===== src/design/drsc_pkg.sv =====
package drsc_pkg;

  // Stream codes
  localparam logic [7:0] FLAG_RUN    = 8'h80;
  localparam logic [7:0] FLAG_SINGLE = 8'h00;
  localparam logic [7:0] FLAG_RAW    = 8'hC0;
  localparam logic [7:0] RUN_MAX     = 8'd255;

  // Sizes
  localparam int JOB_BYTES   = 6;
  localparam int QUEUE_DEPTH = 4;

  // Bytes caused by one sample, first byte at index 0
  typedef struct packed {
    logic [0:JOB_BYTES-1][7:0] bytes;
    logic [2:0]                count;
    logic                      eob;
  } job_t;

  // Queue head as seen by the back end
  typedef struct packed {
    job_t head;
    logic empty;
  } queue_status_t;

endpackage


===== src/design/drsc_front.sv =====
module drsc_front (
  input  logic               clk,
  input  logic               rst,
  input  logic               in_valid,
  input  logic               full,
  input  logic signed [15:0] sample,
  input  logic [15:0]        block_count,
  output logic               push,
  output drsc_pkg::job_t     job
);
  import drsc_pkg::*;

  logic [15:0] previous_sample, previous_sample_next;
  logic [7:0]  run_delta, run_delta_next;
  logic [7:0]  group_len, group_len_next;
  logic [15:0] samples_left, samples_left_next;
  logic        in_block, in_block_next;

  logic [16:0] delta;
  logic [7:0]  d8;
  logic        small_delta;
  logic        extend;
  logic        block_end;
  logic [1:0]  fl, tl;
  logic [0:2][7:0] fb, tb;
  logic        take;

  assign take = in_valid && !full;

  // Classify the sample and assemble its transaction bytes
  always_comb begin
    delta       = {sample[15], sample} - {previous_sample[15], previous_sample};
    d8          = delta[7:0];
    small_delta = (delta[16:7] == '0) || (delta[16:7] == '1);
    extend      = small_delta && (group_len != 8'd0) && (group_len != RUN_MAX) &&
                  (d8 == run_delta);
    block_end   = (samples_left == 16'd1);

    previous_sample_next = previous_sample;
    run_delta_next       = run_delta;
    group_len_next       = group_len;
    samples_left_next    = samples_left;
    in_block_next        = in_block;

    fb = '0;
    tb = '0;
    fl = 2'd0;
    tl = 2'd0;
    job = '0;
    push = 1'b0;

    if (!in_block) begin
      // Header sample
      job.bytes = {block_count[15:8], block_count[7:0], sample[15:8], sample[7:0], 16'h0};
      job.count = 3'd4;
      job.eob   = (block_count == 16'd1);
      if (block_count != 16'd0) begin
        push                 = take;
        previous_sample_next = sample;
        group_len_next       = 8'd0;
        run_delta_next       = 8'd0;
        samples_left_next    = block_count - 16'd1;
        in_block_next        = (block_count != 16'd1);
      end
    end else begin
      // Flush of the pending group, unless this sample extends it
      if (!extend) begin
        if (group_len > 8'd1) begin
          fb = {FLAG_RUN, run_delta, group_len};
          fl = 2'd3;
        end else if (group_len == 8'd1) begin
          fb = {FLAG_SINGLE, run_delta, 8'h0};
          fl = 2'd2;
        end
      end

      // Raw sample or end-of-block flush of the new group
      if (extend) begin
        group_len_next = group_len + 8'd1;
        if (block_end) begin
          tb = {FLAG_RUN, run_delta, group_len + 8'd1};
          tl = 2'd3;
        end
      end else if (small_delta) begin
        run_delta_next = d8;
        group_len_next = 8'd1;
        if (block_end) begin
          tb = {FLAG_SINGLE, d8, 8'h0};
          tl = 2'd2;
        end
      end else begin
        group_len_next = 8'd0;
        tb = {FLAG_RAW, sample[15:8], sample[7:0]};
        tl = 2'd3;
      end

      unique case (fl)
        2'd2:    job.bytes = {fb[0], fb[1], tb[0], tb[1], tb[2], 8'h0};
        2'd3:    job.bytes = {fb[0], fb[1], fb[2], tb[0], tb[1], tb[2]};
        default: job.bytes = {tb[0], tb[1], tb[2], 24'h0};
      endcase
      job.count = {1'b0, fl} + {1'b0, tl};
      job.eob   = block_end;
      push      = take && (job.count != 3'd0);

      previous_sample_next = sample;
      samples_left_next    = samples_left - 16'd1;
      if (block_end) begin
        group_len_next = 8'd0;
        in_block_next  = 1'b0;
      end
    end
  end

  // Advance block state on each accepted sample
  always_ff @(posedge clk) begin
    if (rst) begin
      previous_sample <= '0;
      run_delta       <= '0;
      group_len       <= '0;
      samples_left    <= '0;
      in_block        <= 1'b0;
    end else if (take) begin
      previous_sample <= previous_sample_next;
      run_delta       <= run_delta_next;
      group_len       <= group_len_next;
      samples_left    <= samples_left_next;
      in_block        <= in_block_next;
    end
  end

endmodule


===== src/design/drsc_queue.sv =====
module drsc_queue #(
  parameter int DEPTH = drsc_pkg::QUEUE_DEPTH
) (
  input  logic                    clk,
  input  logic                    rst,
  input  logic                    push,
  input  drsc_pkg::job_t          push_job,
  input  logic                    pop,
  output logic                    full,
  output drsc_pkg::queue_status_t status
);
  import drsc_pkg::*;

  localparam int PW = (DEPTH > 1) ? $clog2(DEPTH) : 1;
  localparam int CW = $clog2(DEPTH + 1);

  job_t            entries [DEPTH];
  logic [PW-1:0]   wr_ptr, rd_ptr;
  logic [CW-1:0]   fill;

  assign full         = (fill == CW'(DEPTH));
  assign status.empty = (fill == '0);
  assign status.head  = entries[rd_ptr];

  // Store pushed transactions
  always_ff @(posedge clk) begin
    if (push) begin
      entries[wr_ptr] <= push_job;
    end
  end

  // Advance pointers and fill count
  always_ff @(posedge clk) begin
    if (rst) begin
      wr_ptr <= '0;
      rd_ptr <= '0;
      fill   <= '0;
    end else begin
      if (push) begin
        wr_ptr <= (wr_ptr == PW'(DEPTH - 1)) ? '0 : wr_ptr + PW'(1);
      end
      if (pop) begin
        rd_ptr <= (rd_ptr == PW'(DEPTH - 1)) ? '0 : rd_ptr + PW'(1);
      end
      if (push && !pop) begin
        fill <= fill + CW'(1);
      end else if (pop && !push) begin
        fill <= fill - CW'(1);
      end
    end
  end

endmodule


===== src/design/drsc_back.sv =====
module drsc_back (
  input  logic                    clk,
  input  logic                    rst,
  input  drsc_pkg::queue_status_t status,
  output logic                    pop,
  output logic                    out_valid,
  input  logic                    out_stall,
  output logic [7:0]              out_byte,
  output logic                    last_of_item,
  output logic                    end_of_block
);
  import drsc_pkg::*;

  logic [2:0] idx;
  logic       advance;
  logic       last_sel;
  logic [7:0] byte_sel;

  assign advance  = !out_valid || !out_stall;
  assign last_sel = (idx == status.head.count - 3'd1);
  assign pop      = advance && !status.empty && last_sel;

  // Pick the current byte of the head transaction
  always_comb begin
    unique case (idx)
      3'd0:    byte_sel = status.head.bytes[0];
      3'd1:    byte_sel = status.head.bytes[1];
      3'd2:    byte_sel = status.head.bytes[2];
      3'd3:    byte_sel = status.head.bytes[3];
      3'd4:    byte_sel = status.head.bytes[4];
      3'd5:    byte_sel = status.head.bytes[5];
      default: byte_sel = 8'h0;
    endcase
  end

  // Load the output register one byte at a time
  always_ff @(posedge clk) begin
    if (rst) begin
      out_valid <= 1'b0;
      idx       <= '0;
    end else if (advance) begin
      out_valid <= !status.empty;
      if (!status.empty) begin
        idx <= last_sel ? 3'd0 : idx + 3'd1;
      end
    end
  end

  // Hold payload while stalled
  always_ff @(posedge clk) begin
    if (advance && !status.empty) begin
      out_byte     <= byte_sel;
      last_of_item <= last_sel;
      end_of_block <= last_sel && status.head.eob;
    end
  end

endmodule


===== src/design/delta_run_sample_compressor_unit.sv =====
// Channel  Handshake              Payload
// input    in_valid / in_stall    sample, block_count
// output   out_valid / out_stall  out_byte, last_of_item, end_of_block
//
// The front end classifies one sample per cycle while the queue is not full and queues
// its bytes as one transaction. The back end sends one byte per cycle while the queue
// holds bytes and out_stall is low; a sample's bytes pass through the queue and then the
// output register. A sample causes none to 6 bytes; the byte rate sets the sustained rate.
// Synchronous reset clears block state, the queue and the output valid flag.
// in_stall rises only while the queue is full; out_stall holds the output register.
module delta_run_sample_compressor_unit #(
  parameter int QUEUE_DEPTH = drsc_pkg::QUEUE_DEPTH
) (
  input  logic               clk,
  input  logic               rst,
  input  logic               in_valid,
  output logic               in_stall,
  input  logic signed [15:0] sample,
  input  logic [15:0]        block_count,
  output logic               out_valid,
  input  logic               out_stall,
  output logic [7:0]         out_byte,
  output logic               last_of_item,
  output logic               end_of_block
);
  import drsc_pkg::*;

  logic          push;
  logic          pop;
  logic          full;
  job_t          job;
  queue_status_t status;

  assign in_stall = full;

  drsc_front u_front (
    .clk         (clk),
    .rst         (rst),
    .in_valid    (in_valid),
    .full        (full),
    .sample      (sample),
    .block_count (block_count),
    .push        (push),
    .job         (job)
  );

  drsc_queue #(
    .DEPTH (QUEUE_DEPTH)
  ) u_queue (
    .clk      (clk),
    .rst      (rst),
    .push     (push),
    .push_job (job),
    .pop      (pop),
    .full     (full),
    .status   (status)
  );

  drsc_back u_back (
    .clk          (clk),
    .rst          (rst),
    .status       (status),
    .pop          (pop),
    .out_valid    (out_valid),
    .out_stall    (out_stall),
    .out_byte     (out_byte),
    .last_of_item (last_of_item),
    .end_of_block (end_of_block)
  );

endmodule

===== config.mk =====
export PLATFORM = sky130hd
export DESIGN_NAME = delta_run_sample_compressor_unit
export DESIGN_NICKNAME = d
export VERILOG_FILES = /design/src/design/drsc_pkg.sv /design/src/design/drsc_front.sv /design/src/design/drsc_queue.sv /design/src/design/drsc_back.sv /design/src/design/delta_run_sample_compressor_unit.sv
export SDC_FILE = /design/constraint.sdc
export NUM_CORES = 1
export LEC_CHECK = 0
export BUFFER_PORTS_ARGS = -buffer_cell sky130_fd_sc_hd__buf_2
export CORE_ASPECT_RATIO = 0.75
export CORE_MARGIN = 4
export CORE_UTILIZATION = 65
export CTS_BUF_LIST = sky130_fd_sc_hd__clkbuf_8
export DETAILED_ROUTE_END_ITERATION = 8
export PLACE_DENSITY = 0.83
export RECOVER_POWER = 25
export SYNTH_ARGS = -nofsm -noshare
export SYNTH_HDL_FRONTEND = slang
export SYNTH_HIERARCHICAL = 1
export SYNTH_SLANG_ARGS = --single-unit

===== constraint.sdc =====
create_clock -name clk -period 9.15 [get_ports clk]
set_clock_uncertainty 0.2 [all_clocks]
set_input_delay 1.83 -clock clk [delete_from_list [all_inputs] [get_ports clk]]
set_output_delay 1.83 -clock clk [all_outputs]
set_load 0.02 [all_outputs]

# --- After elaboration in Yosys (flattened, before gate mapping) ---
# Memory sizes are Yosys's and may differ from the RTL's. A register that Yosys moved wholly into a read port is not among the register bits.
# Cells that the tools add are included.
word_totals:
  word_cells: 121
  in_bits: 36
  ff_bits: 70
  rom_bits: 0
  mem_count: 1
  mem_bits_rw: 208
  latchBits: 0
  out_inout_bits: 12
mem_list:
  columns: ["memory", "depth", "word_bits", "read_ports", "rd_clocked_by_memory_dff", "write_ports", "line_no", "rtl"]
  rows:
  - ["u_queue.entries", 4, 52, 1, 1, 1, "drsc_queue.sv:17", "job_t entries [DEPTH];"]
classes:
  n_div: 0
  n_mul: 0
  n_eq_ne: 20
  add_sub_neg: 11
  mux: 45
  n_lt_le_gt_ge: 1
  n_reduce_logical: 29
  shifts: 0
  n_bitwise: 1
op_table:
  columns: ["cell", "count"]
  rows:
  - ["$mux W24", 5]
  - ["$mux W16", 6]
  - ["$pmux W48 S2", 1]
  - ["$mux W8", 7]
  - ["$mux W52", 1]
  - ["$pmux W8 S6", 1]
  - ["$eq A16 B1 Y1 const B", 2]
  - ["$sub A16 B1 Y16 const B", 2]
  - ["$mux W2", 13]
  - ["$sub A16 B16 Y17", 1]
  - ["$ne A16 B1 Y1 const B", 1]
  - ["$reduce_bool A16 Y1", 1]
  - ["$eq A10 B10 Y1 const B", 1]
  - ["$logic_and A1 B1 Y1", 10]
  - ["$logic_not A10 Y1", 1]
  - ["$eq A3 B3 Y1 const B", 3]
  - ["$mux W3", 3]
  - ["$add A8 B1 Y8 const B", 1]
  - ["$eq A2 B2 Y1 const B", 4]
  - ["$eq A8 B1 Y1 const B", 1]
  - ["$eq A8 B8 Y1", 1]
  - ["$gt A8 B1 Y1 const B", 1]
  - ["$mux W1", 8]
  - ["$ne A8 B8 Y1 const B", 1]
  - ["17 further kinds", 31]

# --- Depth between registers and ports, before layout ---
depth:
  depth_word: 16
  depth_mapped: 25
  depth_no_buf: 23

# --- Hierarchy ---
# The synthesis kept the hierarchy.
by_module_without_submodules:
  columns: ["module", "instances", "area_per_inst_um2", "seq_area_each_um2", "cells_per_inst"]
  rows:
  - ["drsc_queue", 1, 8005.2, 6426.2, 316]
  - ["drsc_front", 1, 4929.7, 980.9, 694]
  - ["drsc_back", 1, 927.1, 380.4, 87]

# --- Worst setup path after synthesis ---
# No wires, ideal clock.
synth_timing:
  path_kind: "input port to flip-flop"
  startpoint: "in sample[7]"
  endpoint: "mem u_queue/entries[0][0] in the netlist's numbering, enable pin"
  required_ns: 8.535
  path_slack_ns: 1.735
  arrival_ns: 6.800
  stages: 18
  setup_time_ns: 0.415
  path_buffers: 2
  cell_sequence: "ha_1 -> buf_2 -> a21oi_1 -> o21ai_0 -> and3_1 -> or4_1 -> a221oi_1 -> nand4_1 -> or4_1 -> buf_4 -> a21oi_2 -> nor2_1 -> ha_1 -> inv_1 -> fa_1 -> inv_1 -> o31a_1 -> and2_1"
synth_between:
  elab_chain_len: 14
  elab_cells_between_ends: 19
  cone_classes: "2 x add/sub; 2 x eq/ne; 8 x mux; 7 x reduce/logical"
synth_rtl:
  columns: ["item", "line_no", "rtl"]
  rows:
  - ["from (decl)", "delta_run_sample_compressor_unit.sv:18", "input logic signed [15:0] sample,"]
  - ["$sub A16 B16 Y17 *", "drsc_front.sv:32", "delta = {sample[15], sample} - {previous_sample[15], previous_sample};"]
  - ["$eq A10 B10 Y1 / $logic_not A10 Y1 (equally long branches)", "drsc_front.sv:34", "small_delta = (delta[16:7] == '0) || (delta[16:7] == '1);"]
  - ["$logic_or A1 B1 Y1", "drsc_front.sv:34", null]
  - ["$logic_and A1 B1 Y1 (3 in a row)", "drsc_front.sv:35", "extend = small_delta && (group_len != 8'd0) && (group_len != RUN_MAX) &&"]
  - ["$mux W2, on equally long branches", "drsc_front.sv:67, drsc_front.sv:78", null]
  - ["$mux W2", "drsc_front.sv:52", "if (!in_block) begin"]
  - ["$add A2 B2 Y3 *", "drsc_front.sv:102", "job.count = {1'b0, fl} + {1'b0, tl};"]
  - ["$reduce_bool A3 Y1 *", "drsc_front.sv:104", "push = take && (job.count != 3'd0);"]
  - ["$logic_and A1 B1 Y1 *", "drsc_front.sv:104", null]
  - ["$mux W1 *", "drsc_front.sv:52", null]
  - ["via push", "delta_run_sample_compressor_unit.sv:28", "logic push;"]
  - ["$mux W1 *", "drsc_queue.sv:27", "if (push) begin"]
  - ["$mux W1 (not written as such) *", "drsc_queue.sv:28", "entries[wr_ptr] <= push_job;"]
  - ["to (decl)", "drsc_queue.sv:17", null]
# The timed path passes the listed nets; every way through them passes the cells marked *. The select of a mux whose other input is x is not followed.

# --- Final worst setup path ---
layout_timing:
  startpoint: "in sample[0]"
  endpoint: "reg u_queue.fill[2]"
layout_between:
  elab_chain_len: 15
  elab_cells_between_ends: 22
  cone_classes: "2 x add/sub; 2 x eq/ne; 7 x mux; 11 x reduce/logical"
layout_rtl:
  columns: ["item", "line_no", "rtl"]
  rows:
  - ["$sub A16 B16 Y17 *", "drsc_front.sv:32", null]
  - ["$eq A10 B10 Y1 / $logic_not A10 Y1 (equally long branches)", "drsc_front.sv:34", null]
  - ["$logic_or A1 B1 Y1", "drsc_front.sv:34", null]
  - ["$logic_and A1 B1 Y1 (3 in a row)", "drsc_front.sv:35", null]
  - ["$mux W2, on equally long branches", "drsc_front.sv:67, drsc_front.sv:78", null]
  - ["$mux W2", "drsc_front.sv:52", null]
  - ["$add A2 B2 Y3 *", "drsc_front.sv:102", null]
  - ["$reduce_bool A3 Y1 *", "drsc_front.sv:104", null]
  - ["$logic_and A1 B1 Y1 *", "drsc_front.sv:104", null]
  - ["$mux W1 *", "drsc_front.sv:52", null]
  - ["via push", "delta_run_sample_compressor_unit.sv:28", null]
  - ["$logic_not A1 Y1", "drsc_queue.sv:47", "end else if (pop && !push) begin"]
  - ["$logic_and A1 B1 Y1", "drsc_queue.sv:47", null]
  - ["$reduce_bool A2 Y1 (no line)", null, null]
  - ["to (signal assigned)", "drsc_queue.sv:46", "fill <= fill + CW'(1);"]
  - ["to (signal assigned)", "drsc_queue.sv:48", "fill <= fill - CW'(1);"]
  - ["to (decl)", "drsc_queue.sv:19", "logic [CW-1:0] fill;"]
# Marked as above.
# A chain may end at the register's enable or synchronous reset.

==> results.txt <==
- The run finished, with violations left.
- Failing checks: max-capacitance violations, max-slew violations
* GRT overflow: 0
- Count of flip-flops with a built-in enable after synthesis: 218
- The complex-gate fraction of the synthesized area is 0.128.
* Number of buffers added to fix hold violations after cts: 0
- In the final design database the tool counted 1227 nets.
- Entering global routing, the biggest net connects 68 pins.
- Count of input and output buffers: 47
* Horiz. Die Dim: 177 um
- For this run, design rule violations remaining after detail routing come to 0.
- Combinational family with the most area after synthesis: compound AO/OA/AOI/OAI gates
* Post-layout worst setup margin: 1.53 ns
* Biggest fanout along the worst timing path: 17
* Endpoint arrival time on the critical path: 7.85 ns
- Number of setup buffers added after CTS: 0
- Number of endpoints with negative hold slack in the final report: 0
- TritonCTS Buffers: 42
- Leakage power figure: 5.22 nW
* Total number of vias: 9763
- Setup violations remaining at the end of the flow were counted as 0.
- For this configuration, the core starts out at a cell density of 0.673.
* Synthesized-area fraction occupied by and/or/nand/nor cells: 0.108
- The tool flagged a number of max-cap violations equal to 5.
- Net Sw Power: 1.22 mW
- Peak supply drop: 140 uV
- Proportion of synthesized area in mux cells: 0.101
- Clock period minus final worst setup slack: 7.62 ns
- The min-delay analysis places its worst path in the category register to register.
- In this run the remaining antenna-violating nets after routing total 0.
* Critical path capture point type: register
* Register-to-Register Path Depth: 22
* Most common cell after layout, fill and taps aside: edfxtp_1
- Maximum clock frequency: 131 MHz
- Synthesized instance count: 1097
* Source-to-sink clock delay at the later pin of the worst-skew pair: 0.55 ns
- Share of power burned in combinational logic: 0.289
- Detail Placement HPWL: 25000 um
- Dividing the synthesized area by the synthesized cell count gives 12.6 um^2.
- The worst hold path passes through 2 cells.
- Antenna violations before repair: 0
- After floorplanning, the core was divided into 45 placement rows.
* Total wire length after detailed routing: 35600 um
- From synthesis to final layout, the design area changed by 8.13%.
- Final weighted congestion in routability-driven placement: 1.05
* Fraction of layout cells with a size suffix above 1: 0.148
- Cell type with the highest occurrence count on the critical path: inv_1
- In this run the count of I/O pins placed on the die edge is 48.
* XOR/XNOR Fraction of Synth Area: 0.0264
* Start point of the worst hold path: u_front/previous_sample[10]
* Adder-cell share of the synthesized area: 0.0368
- Post-synthesis instance area: 13900 um^2
- In this run the critical register-to-register path is captured at u_queue/fill[2].
* Seq pwr share: 0.455
- The number of global-route vias before repair is 9173.
- The share of total power dissipated in the clock network is 0.256.
- The slowest stage of the critical path belongs to the cell or4_1.
- Clock tree from TritonCTS: yes
- Critical path cell sequence: clkbuf_1 -> inv_1 -> ha_1 -> fa_1 -> nor2b_1 -> o211ai_1 -> a211oi_1 -> o21ai_0 -> a221oi_1 -> nand4_1 -> or4_1 -> a21oi_2 -> nor2_1 -> ha_1 -> inv_1 -> fa_1 -> inv_1 -> o31a_1 -> ha_1 -> inv_1 -> fa_1 -> xor2_1 -> or3_1 -> a21oi_1
- In this run, distinct cell masters in the synthesized netlist total 80.
- Setup Crit Path Kind: input port to register
* Highest cell delay on the worst timing path: 0.78 ns
- After detailed routing, the number of vias per cell comes to 6.66.
- End of the worst hold path: u_front/previous_sample[10]
- In this run the tightest slew margin relative to its limit is -1.11.
- When the netlist entered floorplanning its net count stood at 1172.
- 0 antenna diodes ended up in the layout.
- Clock tree synthesis found a total of 280 sinks.
- Yosys warns: 6
* Measured slew at the worst slew-check pin: 3.16 ns
- The number of gates resized after CTS was 0.
- In the final routed layout, each cell accounts on average for 24.3 um.
- Clock-pin slew of the registers on the worst-case setup and hold paths: 0.06 ns
- Std-Cell Core Area: 20600 um^2
- The share of the Yosys chip area taken by registers is 0.562.
* Full die area: 23800 um^2
* Max-slew violation count: 201
- Unrepaired setup endpoints after global routing: no
- The first global-routing pass estimated 54200 um of wire.
* Reg-to-reg setup timing slack: 2.64 ns
* Top library cells by usage in the layout, fill and taps aside: edfxtp_1 (218), nand2_1 (81), nor2_1 (79)
- In the global route stage, overall resource usage came out at 0.301.
- Power density of the placed cells: 245 nW/um^2
- In the final timing run, aggregate negative setup slack is 0 ns.
- Dividing the final minimum period by the clock period gives 0.833.
* Drt pass-1 iters: 6
- In this run the vertical extent of the chip is 134 um.
- The detailed router finished its first iteration with 1379 violations.
- The clock passes through at most 3 buffers.
- In this run the critical register-to-register path is launched from u_front/previous_sample[7].
- The root buffer cell chosen for the clock tree is clkbuf_8.
- Switching Share: 0.331
- Crit path launch type: input port
* Internal power: 2.46 mW
- The synthesized design contains 280 register bits.
* Async set-or-reset flop fraction in the synthesized netlist: 0
- STA puts the critical path data required time at 9.38 ns.
- Among all flip-flop cells after synthesis, the most frequent one is edfxtp_1.
- Total number of H-tree levels: 2
* Placement-stage worst setup slack: 1.17 ns
how the worst max path moves through the flow:
stage,cells past startpoint,endpoint,slack (ns),from
2_1_floorplan,18,u_queue/entries[0][0],1.73,sample[7]
3_3_place_gp,24,u_queue/fill[2],1.28,sample[0]
3_5_place_dp,24,u_queue/fill[2],1.17,sample[0]
4_1_cts,24,u_queue/fill[2],1.72,sample[0]
5_1_grt,24,u_queue/fill[2],1.06,sample[0]
6_report,24,u_queue/fill[2],1.53,sample[0]
per-stage QoR:
step / instances / area (um^2) / util / hold slack [ns] / power [mW]
5_1_grt: 1466 / 15000 / 0.727 / 0.280 / 3.85
3_3_place_gp: 1390 / 14300 / 0.694 / 0.242 / 2.72
2_1_floorplan: 1097 / 13900 / - / 0.236 / 2.45
6_report: 1466 / 15000 / 0.727 / 0.256 / 3.68
3_5_place_dp: 1390 / 14300 / 0.694 / 0.248 / 2.76
4_1_cts: 1466 / 15100 / 0.731 / 0.257 / 3.70
kinds of logic (layout without fill, tap and decap cells):
logic type | Yosys count | count (layout)
DFF | 280 | 280
and+or+nand+nor | 304 | 304
xor gates and xnor gates | 40 | 40
buffers and inverters | 107 | 194
muxes | 73 | 73
AOI/OAI and AO/OA | 254 | 254
adders and majority gates | 39 | 39
synth_stat cells (all sizes together), types with 11 or more instances:
| library cell | number | share of area |
|---|---|---|
| nor3 | 20 | 0.0076 |
| a21oi | 73 | 0.028 |
| nand3 | 28 | 0.010 |
| xnor2 | 22 | 0.014 |
| nor2 | 79 | 0.021 |
| and3 | 12 | 0.0054 |
| edfxtp | 218 | 0.47 |
| o22ai | 15 | 0.0068 |
| clkbuf | 35 | 0.0097 |
| mux2i | 11 | 0.0079 |
| nor2b | 17 | 0.0077 |
| xor2 | 17 | 0.011 |
| buf | 21 | 0.015 |
| nor4 | 12 | 0.0063 |
| mux4 | 52 | 0.085 |
| inv | 51 | 0.014 |
| o21ai | 37 | 0.014 |
| nand2 | 81 | 0.022 |
| a22oi | 14 | 0.0076 |
| ha | 36 | 0.032 |
| a211oi | 20 | 0.014 |
| dfxtp | 62 | 0.090 |
layer usage:
layer | track usage | routed length [um]
met5 | 0.0188 | 56
met1 | 0.466 | 15500
met3 | 0.0946 | 4280
met2 | 0.421 | 15000
met4 | 0.0662 | 756
flip-flops by register name, summed over array words and instances, names as in the netlist, named ones only:
register / cells
u_back/out_byte: 8
u_queue/rd_ptr: 2
u_back/idx: 3
u_front/samples_left: 16
u_front/in_block: 1
u_queue/fill: 3
u_front/run_delta: 8
u_back/end_of_block: 1
u_front/previous_sample: 16
u_queue/entries: 208
u_back/out_valid: 1
u_queue/wr_ptr: 2
u_back/last_of_item: 1
u_front/group_len: 8
power groups by stage:
stage / sequential [mW] / clock [mW] / combinational [mW]
6_report: 1.67 / 0.942 / 1.06
5_1_grt: 1.69 / 1.02 / 1.14
4_1_cts: 1.67 / 0.960 / 1.06
3_5_place_dp: 1.70 / 0 / 1.06
3_3_place_gp: 1.69 / 0 / 1.04
2_1_floorplan: 1.70 / 0 / 0.745
critical path, delay by kind of cell:
kind                       cells  cell delay, ns
AOI/OAI and AO/OA              7            2.00
buffers and inverters          5            0.39
and+or+nand+nor                5            1.56
xor gates and xnor gates       1            0.16
adders and majority gates      6            1.88
layout make-up:
cell class	instances	area, um^2
timing repair buffer	67	352
multi-input combinational	710	5530
inverter	51	191
clock buffer	44	606
fill	1421	5620
sequential	280	7790
tap	282	353
clock inverter	32	168
(Power assumes the default switching activity.)
